## config.mk

```make
export PLATFORM = sky130hd
export DESIGN_NAME = qts_front
export DESIGN_NICKNAME = d
export VERILOG_FILES = /design/src/design/queue_from_two_stacks_assert.svh /design/src/design/qts_pkg.sv /design/src/design/qts_front.sv
export SDC_FILE = /design/constraint.sdc
export NUM_CORES = 1
export LEC_CHECK = 0
export BUFFER_PORTS_ARGS = -buffer_cell sky130_fd_sc_hd__buf_2
export CAP_MARGIN = 20
export CORE_MARGIN = 8
export CORE_UTILIZATION = 52
export CTS_CLUSTER_SIZE = 25
export DETAILED_ROUTE_END_ITERATION = 10
export PLACE_DENSITY = 0.79
export SLEW_MARGIN = 20
export SYNTH_ARGS = -nofsm -noshare
export SYNTH_HDL_FRONTEND = slang
export SYNTH_SLANG_ARGS = --single-unit
```

## constraint.sdc

```tcl
create_clock -name i_clk -period 2.5 [get_ports i_clk]
set_input_delay 0.25 -clock i_clk [delete_from_list [all_inputs] [get_ports i_clk]]
set_output_delay 0.25 -clock i_clk [all_outputs]
set_load 0.01 [all_outputs]
```

## src/design/queue_from_two_stacks_assert.svh

```systemverilog
// Assertion macros used by qts_back in the queue_from_two_stacks RTL.
// Depends on i_clk and i_rst_n being visible in the module that uses them.
`ifndef QUEUE_FROM_TWO_STACKS_ASSERT_SVH
`define QUEUE_FROM_TWO_STACKS_ASSERT_SVH

// Check a condition in the same cycle as its trigger.
`define QTS_ASSERT_NOW(label, ante, cons, msg) \
    label: assert property (@(posedge i_clk) disable iff (!i_rst_n) \
        (ante) |-> (cons)) else $error(msg);

// Check a condition in the cycle after its trigger.
`define QTS_ASSERT_NEXT(label, ante, cons, msg) \
    label: assert property (@(posedge i_clk) disable iff (!i_rst_n) \
        (ante) |=> (cons)) else $error(msg);

`endif

```

## src/design/qts_pkg.sv

```systemverilog
// Package for the two-stack queue: command codes, payload structs, constants.
// No dependencies.
package qts_pkg;

    localparam int CMD_W   = 3;
    localparam int DATA_W  = 32;
    localparam int COUNT_W = 12;

    typedef enum logic [CMD_W-1:0] {
        CMD_ENQ   = 3'd0,
        CMD_DEQ   = 3'd1,
        CMD_FRONT = 3'd2,
        CMD_BACK  = 3'd3,
        CMD_CLEAR = 3'd4
    } t_cmd;

    localparam logic signed [DATA_W-1:0] FAIL_WORD = -32'sd1;
    localparam logic signed [DATA_W-1:0] ZERO_WORD = 32'sd0;

    // Input transaction
    typedef struct packed {
        logic [CMD_W-1:0]         cmd;
        logic signed [DATA_W-1:0] value;
    } t_in;

    // Result transaction
    typedef struct packed {
        logic signed [DATA_W-1:0] data;
        logic                     ok;
        logic [COUNT_W-1:0]       count;
        logic                     is_empty;
    } t_out;

    // Decoded command handed from the front end to the execution side.
    // No flag set means an unknown code.
    typedef struct packed {
        logic                     enq;
        logic                     deq;
        logic                     front;
        logic                     back;
        logic                     clr;
        logic signed [DATA_W-1:0] value;
    } t_op;

endpackage

```

## src/design/qts_front.sv

```systemverilog
// Front end: accept input transactions, decode the command, buffer them.
// Depends on qts_pkg.
module qts_front
    import qts_pkg::*;
(
    input  logic i_clk,
    input  logic i_rst_n,
    input  logic i_in_valid,
    input  t_in  i_in_data,
    output logic o_in_ready,
    output logic o_q_valid,
    output t_op  o_q_op,
    input  logic i_q_pop
);

    localparam int QD  = 2;
    localparam int QAW = $clog2(QD);
    localparam int QCW = $clog2(QD + 1);

    t_op            r_slot [QD];
    logic [QAW-1:0] r_wr;
    logic [QAW-1:0] r_rd;
    logic [QCW-1:0] r_cnt;
    logic [QAW-1:0] n_wr;
    logic [QAW-1:0] n_rd;
    logic [QCW-1:0] n_cnt;
    logic           push;
    logic           pop;
    t_op            dec;

    // decode the command into one flag per operation
    always_comb begin
        dec       = '0;
        dec.value = i_in_data.value;
        case (i_in_data.cmd)
            CMD_ENQ:   dec.enq   = 1'b1;
            CMD_DEQ:   dec.deq   = 1'b1;
            CMD_FRONT: dec.front = 1'b1;
            CMD_BACK:  dec.back  = 1'b1;
            CMD_CLEAR: dec.clr   = 1'b1;
            default:   dec.enq   = 1'b0;
        endcase
    end

    assign o_in_ready = (r_cnt != QCW'(QD));
    assign o_q_valid  = (r_cnt != '0);
    assign o_q_op     = r_slot[r_rd];
    assign push       = i_in_valid && o_in_ready;
    assign pop        = i_q_pop && o_q_valid;

    always_comb begin
        n_wr  = push ? r_wr + QAW'(1) : r_wr;
        n_rd  = pop ? r_rd + QAW'(1) : r_rd;
        n_cnt = r_cnt + QCW'(push) - QCW'(pop);
    end

    always_ff @(posedge i_clk) begin
        if (push) begin
            r_slot[r_wr] <= dec;
        end
    end

    always_ff @(posedge i_clk) begin
        if (!i_rst_n) begin
            r_wr  <= '0;
            r_rd  <= '0;
            r_cnt <= '0;
        end else begin
            r_wr  <= n_wr;
            r_rd  <= n_rd;
            r_cnt <= n_cnt;
        end
    end

endmodule

```

### Word level (Yosys, flattened, before mapping)

Memory sizes are Yosys's and may differ from the RTL's. A register that Yosys moved wholly into a read port is not among the register bits.
Cells that the tools add are included.

* eq/ne operators: 5
* add/sub/neg operators: 4
* reduce and logical (&&, ||, !) cells: 4
* mux-type cells: 9

Operators with widths (number)
* 1-bit 2-to-1 mux: 9
* 3-bit by 2-bit equality test with 1-bit output, second input constant: 2
* 3-bit by 1-bit equality test with 1-bit output, second input constant: 1
* 3-bit equality test, second input constant: 1
* 3-bit logical NOT: 1
* 1-bit adder, second input constant: 2
* 2-bit by 1-bit adder with 2-bit output: 1
* 1-bit logical AND: 2
* 2-bit inequality test, second input constant: 1
* 2-bit nonzero test: 1
* 2-bit by 1-bit subtractor with 2-bit output: 1

* input bits: 39
* logic and storage cells: 26
* bits in registers: 4
* memories kept: 1
* RAM bits: 74

Memory list
* r_slot: depth 2, width 37, read ports 1, clocked after memory_dff 1, wr ports 1, line qts_front.sv:20 `t_op r_slot [QD];`

### Logic depth before layout (Yosys ltp)

* depth after elaboration: 4
* depth in mapped cells: 6
* gate-level depth less buffers: 6

### Worst setup path before layout

No wires, ideal clock.

* path kind: flip-flop to flip-flop
* start: register r_cnt[0]
* end: memory r_slot[1][0] (netlist bit), enable pin
* path slack: 0.493 ns
* arrival time: 1.609 ns
* stages on the path, launching flop included: 3
* clock period less this slack: 2.007 ns
* data required time: 2.102 ns
* cells stage by stage: dfxtp_1 nand2b_1 and3_1

* longest elaborated chain between the ends: 4

Ends and longest elaborated chain
* start: declaration: line qts_front.sv:23 `logic [QCW-1:0] r_cnt;`
* start signal: assignment: line qts_front.sv:71 `r_cnt <= n_cnt;`
* 2-bit inequality test: line qts_front.sv:45 `assign o_in_ready = (r_cnt != QCW'(QD));`
* net o_in_ready: line qts_front.sv:10 `output logic o_in_ready,`
* 1-bit logical AND: line qts_front.sv:48 `assign push = i_in_valid && o_in_ready;`
* 1-bit 2-to-1 mux: line qts_front.sv:58 `if (push) begin`
* 1-bit 2-to-1 mux (not written as such): line qts_front.sv:59 `r_slot[r_wr] <= dec;`
* end: declaration: line qts_front.sv:20

The timed path passes the listed nets, and every way through them passes these cells.

==> metrics.cfg <==
[clock_tree]
htree_levels = 3
clk_latency_ns = 0.34
clkSinkCount = 79
cts_setup_buffers = 0
cts_tree = yes
cts_buffer_depth = 2
cts.clk_slew.worst_paths_ns = 0.08
cts_buffers = 9
postCtsResizedCells = 0
cts-root-buf = clkbuf_8
hold_buffers = 0

[setup_path]
arrival_ns = 1.71
max_stage_delay_ns = 0.41
path_class = reg -> out
rr_worst_depth = 3
worst-path-buf-inv = 2
path_max_fanout = 32
crit_cells = 3
crit_path_end_kind = output port
critPathTopFamily = buffers and inverters
cp_slowest_cell = buf_4
worstPathRequired_ns = 2.25
worstPathCellList = buf_4 -> mux2_2 -> buf_2
cp-start-kind = flop

[cells_and_area]
diodes = 0
layout-drive-gt1-share_pct = 55.4
fin_nets = 277
post-route-cell-area_um2 = 3610
area_growth_syn_to_layout_pct = 21.2

[floorplanning]
die_x_um = 91.7
die_height_um = 91.7
dieArea_um2 = 8410
io_pins = 78
row_count = 27
core_um2 = 5510
start_util_pct = 54.1

[placement]
dpl_worst_slack_ns = 0.857
hpwl_um = 3660
postPlaceCellArea_um2 = 3450
gp_congestion = 0.711
io_buffers = 77

[synthesis]
synth_common_cells = 74 x edfxtp_1, 37 x mux2_2, 5 x dfxtp_1
synth.area.top_cells = edfxtp_1 75%, mux2_2 14%, dfxtp_1 3.4%
ys_seq_elements = 79
syn_nets = 189
synth_cells = 149
netlist_area_um2 = 2980
synthFlopType = edfxtp_1
yosys.cell_types.count = 27
avgSynthCellArea_um2 = 20.0
synth-edff-count = 74
yosysSeqAreaShare_pct = 78.0
synth-async-reset-ratio_pct = 0
synth_warnings = 0
synth_top_cell_by_area = edfxtp_1
yosysTopAreaCellShare_pct = 74.6
synthMostInstantiatedCell = edfxtp_1

[run_status]
outcome = completed

[pwr]
irDropWorstVdd_uv = 476
power.total_mw = 3.16
leakage_nw = 1.37
powerDensity_nw_per_um2 = 876

[route]
drt-initial-drc-count = 77
vias = 1574
vias_per_cell = 5.01
drcViolationCount = 0
ant_nets = 0
wirelength_um = 5280
dr.pass1.iters = 4
wl_per_cell_um = 16.8

[timing]
setup_violations = 0
report.final.slew_viol_count = 0
timing.final.ws_setup_ns = 0.545
timing.fmax_mhz = 511
max-slew-margin-rel_pct = 66.6
rsz0062_at_grt = no
fin_crit_sh_pct = 78.2
finalSetupTns_ns = 0
skew_ns = 0.00936
worstMarginPinSlew_ns = 0.501
hold_violations = 0
period_needed_ns = 1.96

[hold_path]
min_path_type = in -> reg
worst_hold_path.num_cells = 1

[run]
drv_cap = 0

[global_route]
grt_pass1_vias = 1693
grt_pass1_wl_um = 8220
grt_max_degree = 38
track_usage_pct = 12.7
overflow = 0
antenna_found_initial = 0

[sequential cells by signal, indices dropped and copies added, names as in the netlist, named ones only]
signal,count
r_cnt,2
r_rd,1
r_slot,74
r_wr,1
[placed cells by master (no fill, tap or decap)]
master | Yosys | final
buf_2 | 0 | 77
edfxtp_1 | 74 | 74
mux2_2 | 37 | 37
clkbuf_8 | 0 | 9
buf_4 | 1 | 4
dfxtp_1 | 5 | 4
and2_1 | 3 | 3
nor3b_1 | 3 | 3
nand2b_1 | 2 | 2
nor2_1 | 2 | 2
a21bo_1 | 2 | 2
clkinv_1 | 0 | 2
clkinvlp_4 | 0 | 2
or2_2 | 1 | 1
nor2b_1 | 1 | 1
a211oi_1 | 1 | 1
nand3_1 | 1 | 1
o21ai_0 | 1 | 1
nand3b_1 | 1 | 1
inv_1 | 1 | 1
o21ai_1 | 1 | 1
xnor2_1 | 1 | 1
and3b_1 | 1 | 1
nor3_1 | 1 | 1
and3_2 | 0 | 1
a21boi_1 | 1 | 1
nand2_1 | 1 | 1
a32oi_1 | 1 | 1
mux2i_1 | 1 | 1
ha_1 | 1 | 1
dfxtp_2 | 0 | 1
clkbuf_1 | 0 | 1
inv_6 | 0 | 1
clkinv_2 | 0 | 1
[layer usage]
| metal | track usage [%] | routed length, um |
|---|---|---|
| met4 | 6.85 | 66 |
| met2 | 19.3 | 2460 |
| met3 | 5.46 | 439 |
| met1 | 15.0 | 2310 |
| met5 | 0 | 0 |
[path summary, 6_finish.rpt]
| check | slack (ns) | start | endpoint |
|---|---|---|---|
| setup / recovery | 0.54 | flop | o_q_op[3] |
| hold / removal | 0.10 | i_in_data[12] | r_slot[0][12]$_DFFE_PP_ |
| setup reg to reg | 0.83 | r_cnt[0]$_SDFF_PN0_ | r_slot[1][36]$_DFFE_PP_ |
| hold reg to reg | 0.61 | r_rd$_SDFFE_PN0P_ | r_rd$_SDFFE_PN0P_ |
[area by class of cell]
type	instances	area [um^2]
clock inverters	6	36.3
fillers	392	1900
flip-flops and latches	79	2320
multi-input cells	65	613
repair buffers	81	415
well taps	72	90.1
inverters	1	3.75
clock buffers	10	128
[per-stage QoR]
stage	util, %	instances	hold slack [ns]
2_1_floorplan	-	149	0.349
3_3_place_gp	62.6	298	0.441
3_5_place_dp	62.6	298	0.445
4_1_cts	65.6	314	0.0817
5_1_grt	65.6	314	0.0812
6_report	65.6	314	0.100
[kinds of logic after synthesis]
group	count (synthesis)	synth area share (%)
muxes	38	14.3
DFF	79	78.0
xor gates and xnor gates	1	0.294
AOI/OAI and AO/OA	7	1.81
buffers and inverters	5	1.51
and+or+nand+nor	18	3.70
adders and majority gates	1	0.420
[where the power goes]
group          total [mW]  switching [mW]  leakage (nW)  internal, mW
combinational       0.711           0.365         0.552         0.346
sequential           1.66          0.0546         0.737          1.61
clock               0.787           0.432        0.0778         0.355
total                3.16           0.851          1.37          2.31
No activity file was read; power rests on OpenSTA's default activity.
